`src/babylonian_square_root_unit_defines.svh`:
```
// assertion macros shared by the square root unit modules
// depends on clk_i and rst_ni being present in the module that uses them
`ifndef BABYLONIAN_SQUARE_ROOT_UNIT_DEFINES_SVH
`define BABYLONIAN_SQUARE_ROOT_UNIT_DEFINES_SVH

`ifndef SYNTHESIS
// same-cycle implication
`define BSR_ASSERT_NOW(lbl, ante, cons) \
  lbl: assert property (@(posedge clk_i) disable iff (!rst_ni) (ante) |-> (cons)) \
    else $error("%m: same-cycle check failed");
// next-cycle implication
`define BSR_ASSERT_NEXT(lbl, ante, cons) \
  lbl: assert property (@(posedge clk_i) disable iff (!rst_ni) (ante) |=> (cons)) \
    else $error("%m: next-cycle check failed");
`else
`define BSR_ASSERT_NOW(lbl, ante, cons)
`define BSR_ASSERT_NEXT(lbl, ante, cons)
`endif

`endif

```
`src/bsr_pkg.sv`:
```
// shared constants and controller/datapath interface types of the square root unit
// no dependencies
package bsr_pkg;

  localparam int FRAC_BITS = 16;
  localparam int MAX_ITER  = 32;
  localparam int OPERAND_W = 32;
  localparam int ROOT_W    = 24;
  localparam int ITER_W    = 6;
  // guess and quotient hold the full shifted dividend width
  localparam int GUESS_W   = OPERAND_W + FRAC_BITS;
  localparam int CNT_W     = $clog2(GUESS_W);
  // room for a product by a constant below 128
  localparam int MUL_W     = GUESS_W + 7;
  localparam int TOL_LO    = 100;
  localparam int TOL_HI    = 101;

  // controller to datapath
  typedef struct packed {
    logic              init;
    logic              div_start;
    logic              div_step;
    logic              update;
    logic              load_out;
    logic [ITER_W-1:0] iterations;
    logic              capped;
  } bsr_cmd_t;

  // datapath to controller
  typedef struct packed {
    logic x_zero;
    logic tol_ok;
    logic out_busy;
  } bsr_status_t;

endpackage

```
`src/bsr_dpath.sv`:
```
// datapath of the square root unit: operand, guess, restoring divider, output register
// depends on bsr_pkg and the assertion macro header
`include "babylonian_square_root_unit_defines.svh"

module bsr_dpath import bsr_pkg::*; (
  input  logic                 clk_i,
  input  logic                 rst_ni,
  input  logic                 in_fire_i,
  input  logic [OPERAND_W-1:0] operand_i,
  input  bsr_cmd_t             cmd_i,
  output bsr_status_t          status_o,
  input  logic                 out_stall_i,
  output logic                 out_valid_o,
  output logic [ROOT_W-1:0]    root_o,
  output logic [ITER_W-1:0]    iterations_o,
  output logic                 capped_o
);

  logic [OPERAND_W-1:0] x_q;
  logic [GUESS_W-1:0]   guess_q, guess_d;
  logic [GUESS_W-1:0]   old_q;
  logic [GUESS_W-1:0]   rem_q, rem_d;
  logic [GUESS_W-1:0]   quo_q, quo_d;
  logic                 out_valid_q;
  logic [ROOT_W-1:0]    root_q;
  logic [ITER_W-1:0]    iter_q;
  logic                 capped_q;

  logic [GUESS_W:0]     trial;
  logic [GUESS_W:0]     diff;
  logic [GUESS_W:0]     sum;
  logic [GUESS_W-1:0]   half_x;
  logic [GUESS_W-1:0]   avg;
  logic [MUL_W-1:0]     old_lo, old_hi, new_lo, new_hi;
  logic [ROOT_W-1:0]    root_sat;
  logic                 out_fire;

  // absolute value of the operand, the most negative code maps to its magnitude
  always_ff @(posedge clk_i) begin
    if (in_fire_i) begin
      x_q <= operand_i[OPERAND_W-1] ? (~operand_i + OPERAND_W'(1)) : operand_i;
    end
  end

  // one restoring divider step
  always_comb begin
    trial = {rem_q, quo_q[GUESS_W-1]};
    diff  = trial - {1'b0, guess_q};
    if (!diff[GUESS_W]) begin
      rem_d = diff[GUESS_W-1:0];
      quo_d = {quo_q[GUESS_W-2:0], 1'b1};
    end else begin
      rem_d = trial[GUESS_W-1:0];
      quo_d = {quo_q[GUESS_W-2:0], 1'b0};
    end
  end

  // start guess and averaged guess, both kept at least one
  always_comb begin
    half_x = GUESS_W'(x_q >> 1);
    sum    = {1'b0, guess_q} + {1'b0, quo_q};
    avg    = sum[GUESS_W:1];
    guess_d = guess_q;
    if (cmd_i.init) begin
      guess_d = (half_x == '0) ? GUESS_W'(1) : half_x;
    end else if (cmd_i.update) begin
      guess_d = (avg == '0) ? GUESS_W'(1) : avg;
    end
  end

  // guess, previous guess and divider registers
  always_ff @(posedge clk_i) begin
    guess_q <= guess_d;
    if (cmd_i.update) begin
      old_q <= guess_q;
    end
    if (cmd_i.div_start) begin
      rem_q <= '0;
      quo_q <= {x_q, FRAC_BITS'(0)};
    end else if (cmd_i.div_step) begin
      rem_q <= rem_d;
      quo_q <= quo_d;
    end
  end

  // tolerance test by cross products with the ratio bounds
  always_comb begin
    old_lo = MUL_W'(old_q) * MUL_W'(TOL_LO);
    old_hi = MUL_W'(old_q) * MUL_W'(TOL_HI);
    new_lo = MUL_W'(guess_q) * MUL_W'(TOL_LO);
    new_hi = MUL_W'(guess_q) * MUL_W'(TOL_HI);
  end

  // saturate the root to the output width
  assign root_sat = (guess_q > GUESS_W'({ROOT_W{1'b1}})) ? {ROOT_W{1'b1}}
                                                         : guess_q[ROOT_W-1:0];

  assign out_fire = out_valid_q && !out_stall_i;

  // output register
  always_ff @(posedge clk_i or negedge rst_ni) begin
    if (!rst_ni) begin
      out_valid_q <= 1'b0;
    end else if (cmd_i.load_out) begin
      out_valid_q <= 1'b1;
    end else if (out_fire) begin
      out_valid_q <= 1'b0;
    end
  end

  always_ff @(posedge clk_i) begin
    if (cmd_i.load_out) begin
      root_q   <= (x_q == '0) ? '0 : root_sat;
      iter_q   <= cmd_i.iterations;
      capped_q <= cmd_i.capped;
    end
  end

  assign status_o.x_zero   = (x_q == '0);
  assign status_o.tol_ok   = (old_lo <= new_hi) && (new_lo <= old_hi);
  assign status_o.out_busy = out_valid_q && out_stall_i;

  assign out_valid_o  = out_valid_q;
  assign root_o       = root_q;
  assign iterations_o = iter_q;
  assign capped_o     = capped_q;

  // a new guess is never zero, so the divider never sees a zero divisor
  `BSR_ASSERT_NEXT(a_guess_nonzero, cmd_i.init || cmd_i.update, guess_q != '0)
  // a result is never written over one still waiting
  `BSR_ASSERT_NOW(a_no_overwrite, cmd_i.load_out, !(out_valid_q && out_stall_i))

endmodule

```
`src/bsr_ctrl.sv`:
```
// controller of the square root unit: sequences divide, update and tolerance check
// depends on bsr_pkg and the assertion macro header
`include "babylonian_square_root_unit_defines.svh"

module bsr_ctrl import bsr_pkg::*; (
  input  logic        clk_i,
  input  logic        rst_ni,
  input  logic        in_fire_i,
  output logic        in_stall_o,
  input  bsr_status_t status_i,
  output bsr_cmd_t    cmd_o
);

  typedef enum logic [2:0] {
    ST_IDLE,
    ST_INIT,
    ST_DIV,
    ST_UPDATE,
    ST_CHECK,
    ST_FINISH
  } state_e;

  state_e            state_q;
  logic [CNT_W-1:0]  bit_cnt_q;
  logic [ITER_W-1:0] iter_q;
  logic              capped_q;
  logic              last_bit;
  logic              at_cap;

  assign last_bit = (bit_cnt_q == CNT_W'(GUESS_W - 1));
  assign at_cap   = (iter_q == ITER_W'(MAX_ITER));

  // state, step counters and result flag
  always_ff @(posedge clk_i or negedge rst_ni) begin
    if (!rst_ni) begin
      state_q   <= ST_IDLE;
      bit_cnt_q <= '0;
      iter_q    <= '0;
      capped_q  <= 1'b0;
    end else begin
      unique case (state_q)
        ST_IDLE: begin
          if (in_fire_i) begin
            state_q <= ST_INIT;
          end
        end
        ST_INIT: begin
          iter_q    <= '0;
          capped_q  <= 1'b0;
          bit_cnt_q <= '0;
          state_q   <= status_i.x_zero ? ST_FINISH : ST_DIV;
        end
        ST_DIV: begin
          bit_cnt_q <= bit_cnt_q + CNT_W'(1);
          if (last_bit) begin
            state_q <= ST_UPDATE;
          end
        end
        ST_UPDATE: begin
          iter_q  <= iter_q + ITER_W'(1);
          state_q <= ST_CHECK;
        end
        ST_CHECK: begin
          priority if (status_i.tol_ok) begin
            state_q <= ST_FINISH;
          end else if (at_cap) begin
            capped_q <= 1'b1;
            state_q  <= ST_FINISH;
          end else begin
            bit_cnt_q <= '0;
            state_q   <= ST_DIV;
          end
        end
        ST_FINISH: begin
          if (!status_i.out_busy) begin
            state_q <= ST_IDLE;
          end
        end
        default: begin
          state_q <= ST_IDLE;
        end
      endcase
    end
  end

  // commands decoded from state
  always_comb begin
    cmd_o            = '0;
    cmd_o.iterations = iter_q;
    cmd_o.capped     = capped_q;
    unique case (state_q)
      ST_INIT: begin
        cmd_o.init      = 1'b1;
        cmd_o.div_start = 1'b1;
      end
      ST_DIV:    cmd_o.div_step  = 1'b1;
      ST_UPDATE: cmd_o.update    = 1'b1;
      ST_CHECK:  cmd_o.div_start = !status_i.tol_ok && !at_cap;
      ST_FINISH: cmd_o.load_out  = !status_i.out_busy;
      default:   cmd_o.init      = 1'b0;
    endcase
  end

  assign in_stall_o = (state_q != ST_IDLE);

  // the cap flag only comes with the full step count
  `BSR_ASSERT_NOW(a_cap_count, capped_q, iter_q == ITER_W'(MAX_ITER))
  // the bit counter stays inside the divide width
  `BSR_ASSERT_NOW(a_div_range, state_q == ST_DIV, bit_cnt_q <= CNT_W'(GUESS_W - 1))
  // an accepted beat always starts a new root
  `BSR_ASSERT_NEXT(a_start, in_fire_i, state_q == ST_INIT)

endmodule

```
`src/babylonian_square_root_unit.sv`:
```
// square root of |operand| by repeated Babylonian steps; operand Q16.16, root Q8.16
// a zero operand skips the steps and goes straight to the output register; else each
// step is one pass of the radix-2 restoring divider, which sets the pace, then the
// guess update and the tolerance check
// throughput: one item at a time; the next beat is taken once the result is in the
// output register, even while that result is still stalled
// reset: asynchronous, clears controller state and output valid; no memories to clear
module babylonian_square_root_unit import bsr_pkg::*; (
  input  logic                 clk_i,
  input  logic                 rst_ni,
  input  logic                 in_valid_i,
  output logic                 in_stall_o,
  input  logic [OPERAND_W-1:0] operand_i,
  output logic                 out_valid_o,
  input  logic                 out_stall_i,
  output logic [ROOT_W-1:0]    root_o,
  output logic [ITER_W-1:0]    iterations_o,
  output logic                 capped_o
);

  bsr_cmd_t    cmd;
  bsr_status_t status;
  logic        in_fire;

  // input beat accepted
  assign in_fire = in_valid_i && !in_stall_o;

  bsr_ctrl u_ctrl (
    .clk_i      (clk_i),
    .rst_ni     (rst_ni),
    .in_fire_i  (in_fire),
    .in_stall_o (in_stall_o),
    .status_i   (status),
    .cmd_o      (cmd)
  );

  bsr_dpath u_dpath (
    .clk_i        (clk_i),
    .rst_ni       (rst_ni),
    .in_fire_i    (in_fire),
    .operand_i    (operand_i),
    .cmd_i        (cmd),
    .status_o     (status),
    .out_stall_i  (out_stall_i),
    .out_valid_o  (out_valid_o),
    .root_o       (root_o),
    .iterations_o (iterations_o),
    .capped_o     (capped_o)
  );

endmodule
```
`config.mk`:
```
export PLATFORM = sky130hd
export DESIGN_NAME = babylonian_square_root_unit
export DESIGN_NICKNAME = d
export VERILOG_FILES = /design/src/bsr_pkg.sv /design/src/bsr_dpath.sv /design/src/bsr_ctrl.sv /design/src/babylonian_square_root_unit.sv
export VERILOG_INCLUDE_DIRS = /design/src /design/src/src
export SDC_FILE = /design/constraint.sdc
export NUM_CORES = 2
export LEC_CHECK = 0
export ABC_AREA = 1
export BUFFER_PORTS_ARGS = -buffer_cell sky130_fd_sc_hd__buf_4
export CAP_MARGIN = 15
export CORE_UTILIZATION = 25
export CTS_BUF_LIST = sky130_fd_sc_hd__clkbuf_16
export CTS_CLUSTER_DIAMETER = 100
export CTS_CLUSTER_SIZE = 25
export DETAILED_ROUTE_END_ITERATION = 16
export SETUP_SLACK_MARGIN = 0.15
export SKIP_LAST_GASP = 1
export SYNTH_ARGS = -nofsm -noshare
export SYNTH_HDL_FRONTEND = slang
export SYNTH_SLANG_ARGS = --single-unit
```
`constraint.sdc`:
```
create_clock -name clk_i -period 9.4 [get_ports clk_i]
set_input_delay 0.94 -clock clk_i [delete_from_list [all_inputs] [get_ports clk_i]]
set_output_delay 0.94 -clock clk_i [all_outputs]
set_load 0.05 [all_outputs]
```
Yosys cells after proc, flatten, opt, wreduce, memory -nomap -nowiden --
Cells that the tools add are included.
Operators by class: $lt $le $gt $ge 3, bitwise logic cells 1, eq/ne operators 13, reduce and logical (&&, ||, !) cells 24, add/sub/neg operators 5, multipliers 4, shift operators 0, div/mod/pow operators 0, muxes and demuxes 31
Operators by type and width (number):
- $mux W48 | 6
- $le A55 B55 Y1 | 2
- $mul A48 B7 Y55 const B | 2
- $mul A48 B5 Y53 const B | 2
- $logic_not A48 Y1 | 2
- $mux W31 | 2
- $add A48 B48 Y49 | 1
- $sub A49 B48 Y49 | 1
- $gt A48 B24 Y1 const B | 1
- $add A32 B1 Y32 const B | 1
- $logic_not A32 Y1 | 1
- $not A32 Y32 | 1
- $mux W24 | 1
- $mux W3 | 6
- $pmux W3 S6 | 1
- $pmux W6 S3 | 1
- $add A6 B1 Y6 const B | 2
- $eq A6 B6 Y1 const B | 2
- $mux W6 | 2
- $pmux W6 S2 | 1
- $reduce_bool A2 Y1 | 5
- $mux W1 | 9
- $reduce_and A3 Y1 | 3
- $ne A2 B2 Y1 const B | 4
- other kinds (9) | 22
Storage, ports and cells: latch bits 0, output and inout port bits 33, bits in writable memories 0, memories 0, register bits 272, ROM bits 0, input bits 36

Longest topological paths before layout --
depth in word-level cells 7, mapped depth 38, gate-level depth less buffers 37

Cells and area by module --
Synthesis repeated with hierarchy kept, for this count alone.
Unflattened totals: cells, all modules 6185, area total of the unflattened synthesis 44154.8 µm²
By module, submodules not included:
- bsr_dpath | times used 1, sequential area each 7041.8 µm², area an instance 43236.5 µm², cells each 6061
- bsr_ctrl | times used 1, sequential area each 400.4 µm², area an instance 908.4 µm², cells each 122
- babylonian_square_root_unit | times used 1, sequential area each 0.0 µm², area an instance 10.0 µm², cells each 2

Worst setup path before layout --
No wires, ideal clock.
path kind register to register, from reg u_dpath.old_q[1], to reg u_dpath.quo_q[16], enable pin, data required time 9.013 ns, library setup time 0.387 ns, setup slack 2.947 ns, buffers on the path 1, period minus slack after synthesis 6.453 ns, arrival time 6.066 ns, stages on the path, launching flop included 33, path through edfxtp_1 -> ha_1 -> inv_1 -> fa_1 -> inv_1 -> ha_1 -> inv_1 -> fa_1 -> inv_1 -> ha_1 -> a21o_1 -> nand2_1 -> nand3_1 -> a21oi_1 -> o21ai_0 -> nand2_1 -> nand2_1 -> a21oi_1 -> o21ai_0 -> xnor2_1 -> ha_1 -> nand2_1 -> nor4_2 -> nor3b_1 -> nand2_1 -> nand3_1 -> nand2_1 -> nand2_1 -> inv_1 -> nand2_1 -> nand2_1 -> buf_2 -> inv_1
Between the ends: word-level cells in the longest chain between the ends 7
Ends and longest elaborated chain:
- start, declared | RTL line bsr_dpath.sv:21 | logic [GUESS_W-1:0] old_q;
- start signal, assigned | RTL line bsr_dpath.sv:75 | old_q <= guess_q;
- $mul A48 B5 Y53 / $mul A48 B7 Y55 (equally long branches) | RTL line bsr_dpath.sv:88, bsr_dpath.sv:89
- $le A55 B55 Y1 | RTL line bsr_dpath.sv:120 | assign status_o.tol_ok = (old_lo <= new_hi) && (new_lo <= old_hi);
- $logic_and A1 B1 Y1 (*) | RTL line bsr_dpath.sv:120
- $logic_not A1 Y1 (*) | RTL line bsr_ctrl.sv:98 | ST_CHECK: cmd_o.div_start = !status_i.tol_ok && !at_cap;
- $logic_and A1 B1 Y1 (*) | RTL line bsr_ctrl.sv:98
- $pmux W1 S2 (*) | RTL line bsr_ctrl.sv:91 | unique case (state_q)
- $reduce_bool A2 Y1 (no line) (*)
- end signal, assigned | RTL line bsr_dpath.sv:79 | quo_q <= {x_q, FRAC_BITS'(0)};
- end signal, assigned | RTL line bsr_dpath.sv:82 | quo_q <= quo_d;
- end, declared | RTL line bsr_dpath.sv:23 | logic [GUESS_W-1:0] quo_q, quo_d;
Every way passes the cells marked *; elsewhere a longest branch is shown, timed or not. A chain may end at the register's enable or synchronous reset.

Final worst setup path --
from reg u_dpath.guess_q[12], to reg u_dpath.quo_q[31], data pin
Between the ends: word-level cells in the longest chain between the ends 7
Ends and longest elaborated chain:
- start, declared | RTL line bsr_dpath.sv:20 | logic [GUESS_W-1:0] guess_q, guess_d;
- start signal, assigned | RTL line bsr_dpath.sv:73 | guess_q <= guess_d;
- $mul A48 B7 Y55 / $mul A48 B5 Y53 (equally long branches) | RTL line bsr_dpath.sv:91, bsr_dpath.sv:90
- $le A55 B55 Y1 | RTL line bsr_dpath.sv:120
- $logic_and A1 B1 Y1 (*) | RTL line bsr_dpath.sv:120
- $logic_not A1 Y1 (*) | RTL line bsr_ctrl.sv:98
- $logic_and A1 B1 Y1 (*) | RTL line bsr_ctrl.sv:98
- $pmux W1 S2 (*) | RTL line bsr_ctrl.sv:91
- $mux W48 (*) | RTL line bsr_dpath.sv:77 | if (cmd_i.div_start) begin
Marks and branches as above.

==> run_results.csv <==
group,metric,value,unit
layout,layout_commonest_cell,"nand2_1",
synth,synth_top_family_by_area,"adder cells",
grt,grt_pass1_vias,41900,
routing,drt_first_pass_iters,7,
floorplan,ioPinCount,69,
synth,yosys.area_share.simple,0.229,
clocking,clkSinkCount,272,
layout,drive_gt1_frac,0.0308,
sta,setup_tns,0,ps
critical_path,slowest_stage,"edfxtp_1",
synth,async_flop_share,0.0625,
routing,via_count,42100,
synth,synth_compound_area_frac,0.119,
clocking,cts_tree,"done",
synth,synth_top_area_share,0.201,
layout,final_util,0.277,
layout,final_cell_mix,"1403 x nand2_1, 1339 x inv_1, 726 x ha_1",
synth,syn_area,45200,sq um
sta,layout_setup_ws,1390,ps
synth,yosysUniqueCellTypes,55,
critical_path,critPathLaunchType,"flop",
run,cap_viol_max_count,0,
sta,fmax,125,MHz
floorplan,core,179000,sq um
status,status,"complete, no violations",
layout,fill_cells,19800,
sta,setup_violations,0,
placed_design,post-dp-hpwl,146000,um
synth,netlist_instances,6444,
floorplan,initial_utilization,0.253,
synth,synth-adder-area-share,0.316,
sta,final-hold-violation-count,0,
critical_path,cp-end-kind,"flop",
critical_path,cp_common_cell,"nand2_1",
routing,avgRoutedWirePerCell,18.9,um
synth,yosysTopAreaCell,"ha_1",
hold_path,hp-class,"input pin to async pin",
layout,final_nets,7526,
grt,grt_pass1_wl,252000,um
sta,period_minus_slack,8010,ps
clocking,clock-root-buffer,"clkbuf_16",
clocking,clk_latency,650,ps
floorplan,design.die.area,183000,sq um
clocking,ctsHoldBuffers,0,
synth,synth_xor_area_frac,0.0538,
sta,tightest_slew,1080,ps
synth,yosys-top-cells-area,"ha_1 20%, edfxtp_1 13%, nand2_1 12%",
sta,drv_slew,0,
synth,syn-mean-instance-area,7.02,sq um
synth,yosysSeqAreaShare,0.165,
routing,via_per_inst,4.75,
floorplan,fp-row-count,155,
critical_path,cp_num_buf_inv,4,
clocking,cts_setup_buffers,0,
routing,ant_nets,0,
placed_design,io_buffers,68,
clocking,clock_path_buffers,3,
sta,rsz0062_at_grt,"false",
critical_path,path_max_fanout,48,
layout,syn_to_final_growth,9.50,%
routing,drcViolationCount,0,
grt,track_usage,0.181,
sta,final.period_utilization,0.853,
clocking,h-tree-depth,1,
clocking,path_clk_slew,100,ps
placed_design,dp_worst_setup_slack,1540,ps
critical_path,max_stage_delay,920,ps
critical_path,crit_type,"flop to flop",
critical_path,cp.required,9900,ps
clocking,cts_buffers,23,
synth,synth_seq_cells,272,
grt,antenna_found_initial,1,
floorplan,die_w,427,um
grt,grt_overflow,0,
synth,synth-main-ff-cell,"edfxtp_1",
synth,yosys_warnings,0,
grt,grt_max_degree,101,
floorplan,die_h,427,um
routing,wl,168000,um
placed_design,gp_congestion,0.974,
critical_path,cp.arrival,8510,ps
sta,slew_headroom,0.279,
synth,synthMuxAreaShare,0,
sta,finClkSkew,43.7,ps
synth,synth-edff-count,191,
routing,drt_iter0_markers,3008,
clocking,cts-resized-gates,0,
critical_path,cp_top_family,"simple AND/OR/NAND/NOR gates",
layout,n_antenna_cell,0,
synth,synth_fp_nets,7466,
-- cells by family after synthesis --
| logic type | Yosys count |
|---|---|
| AOI/OAI and AO/OA | 979 |
| xor gates and xnor gates | 278 |
| adders and majority gates | 986 |
| buffers and inverters | 1396 |
| DFF | 272 |
| and+or+nand+nor | 2533 |
-- final timing paths --
| kind | start | end | slack, ps | cells past startpoint |
|---|---|---|---|---|
| setup / recovery | u_dpath.guess_q[12] | u_dpath.quo_q[31] | 1390 | 31 |
| hold / removal | rst_ni | u_ctrl.bit_cnt_q[3] | 150 | 1 |
| setup reg to reg | u_dpath.guess_q[12] | u_dpath.quo_q[31] | 1390 | 31 |
| hold reg to reg | u_dpath.rem_q[35] | u_dpath.rem_q[35] | 480 | 2 |
| max in group asynchronous | rst_ni | u_ctrl.bit_cnt_q[5] | 9050 | 1 |
| min in group clk_i | u_dpath.rem_q[35] | u_dpath.rem_q[35] | 480 | 2 |
-- synth_stat cells, drive strengths merged, types with 56 or more instances --
library cell / instances
fa: 260
a31oi: 84
nor3: 59
o21ai: 282
nor2: 684
xor2: 148
xnor2: 130
nand2: 1411
edfxtp: 191
a21oi: 467
inv: 1342
ha: 726
nand3: 212
dfxtp: 64
nand4: 56
-- final cells by class --
| class | count | area, sq um | share of cell area |
|---|---|---|---|
| Clock buffer | 23 | 576 | 0.0116 |
| Clock inverter | 19 | 320 | 0.00647 |
| Inverter | 1342 | 5040 | 0.102 |
| Multi-Input combinational cell | 4776 | 32500 | 0.657 |
| Sequential cell | 272 | 7440 | 0.150 |
| Tap cell | 2355 | 2950 | 0.0595 |
| Timing Repair Buffer | 89 | 668 | 0.0135 |
-- registers in the layout, indices dropped and copies added, names as in the netlist --
signal	cells
u_dpath.rem_q	48
u_ctrl.capped_q	1
u_dpath.iterations_o	6
u_dpath.root_o	24
u_dpath.quo_q	48
u_ctrl.state_q	3
u_ctrl.iter_q	6
u_dpath.guess_q	48
u_dpath.old_q	48
u_ctrl.bit_cnt_q	6
u_dpath.out_valid_o	1
u_dpath.capped_o	1
u_dpath.x_q	32
-- layer usage --
metal	GRT usage	share of wire	up-vias	routed length [um]
li1	-	-	20800	-
met1	0.251	0.47	20300	79400
met3	0.0135	0.042	149	6960
met2	0.301	0.46	938	76500
met5	0	0	-	0
met4	0.0464	0.028	0	4730
-- through the flow --
stage | hold slack (ps) | cell area (sq um) | instances
final | 147 | 49500 | 8876
after global routing | 129 | 49500 | 8876
after CTS | 117 | 49500 | 8876
after detailed placement | 466 | 48600 | 8834
after global placement | 465 | 48600 | 8834
after floorplan | 425 | 45200 | 6444
Power is not shown: default switching activity piles up to over one toggle a cycle in this logic, so the estimate is an artifact.
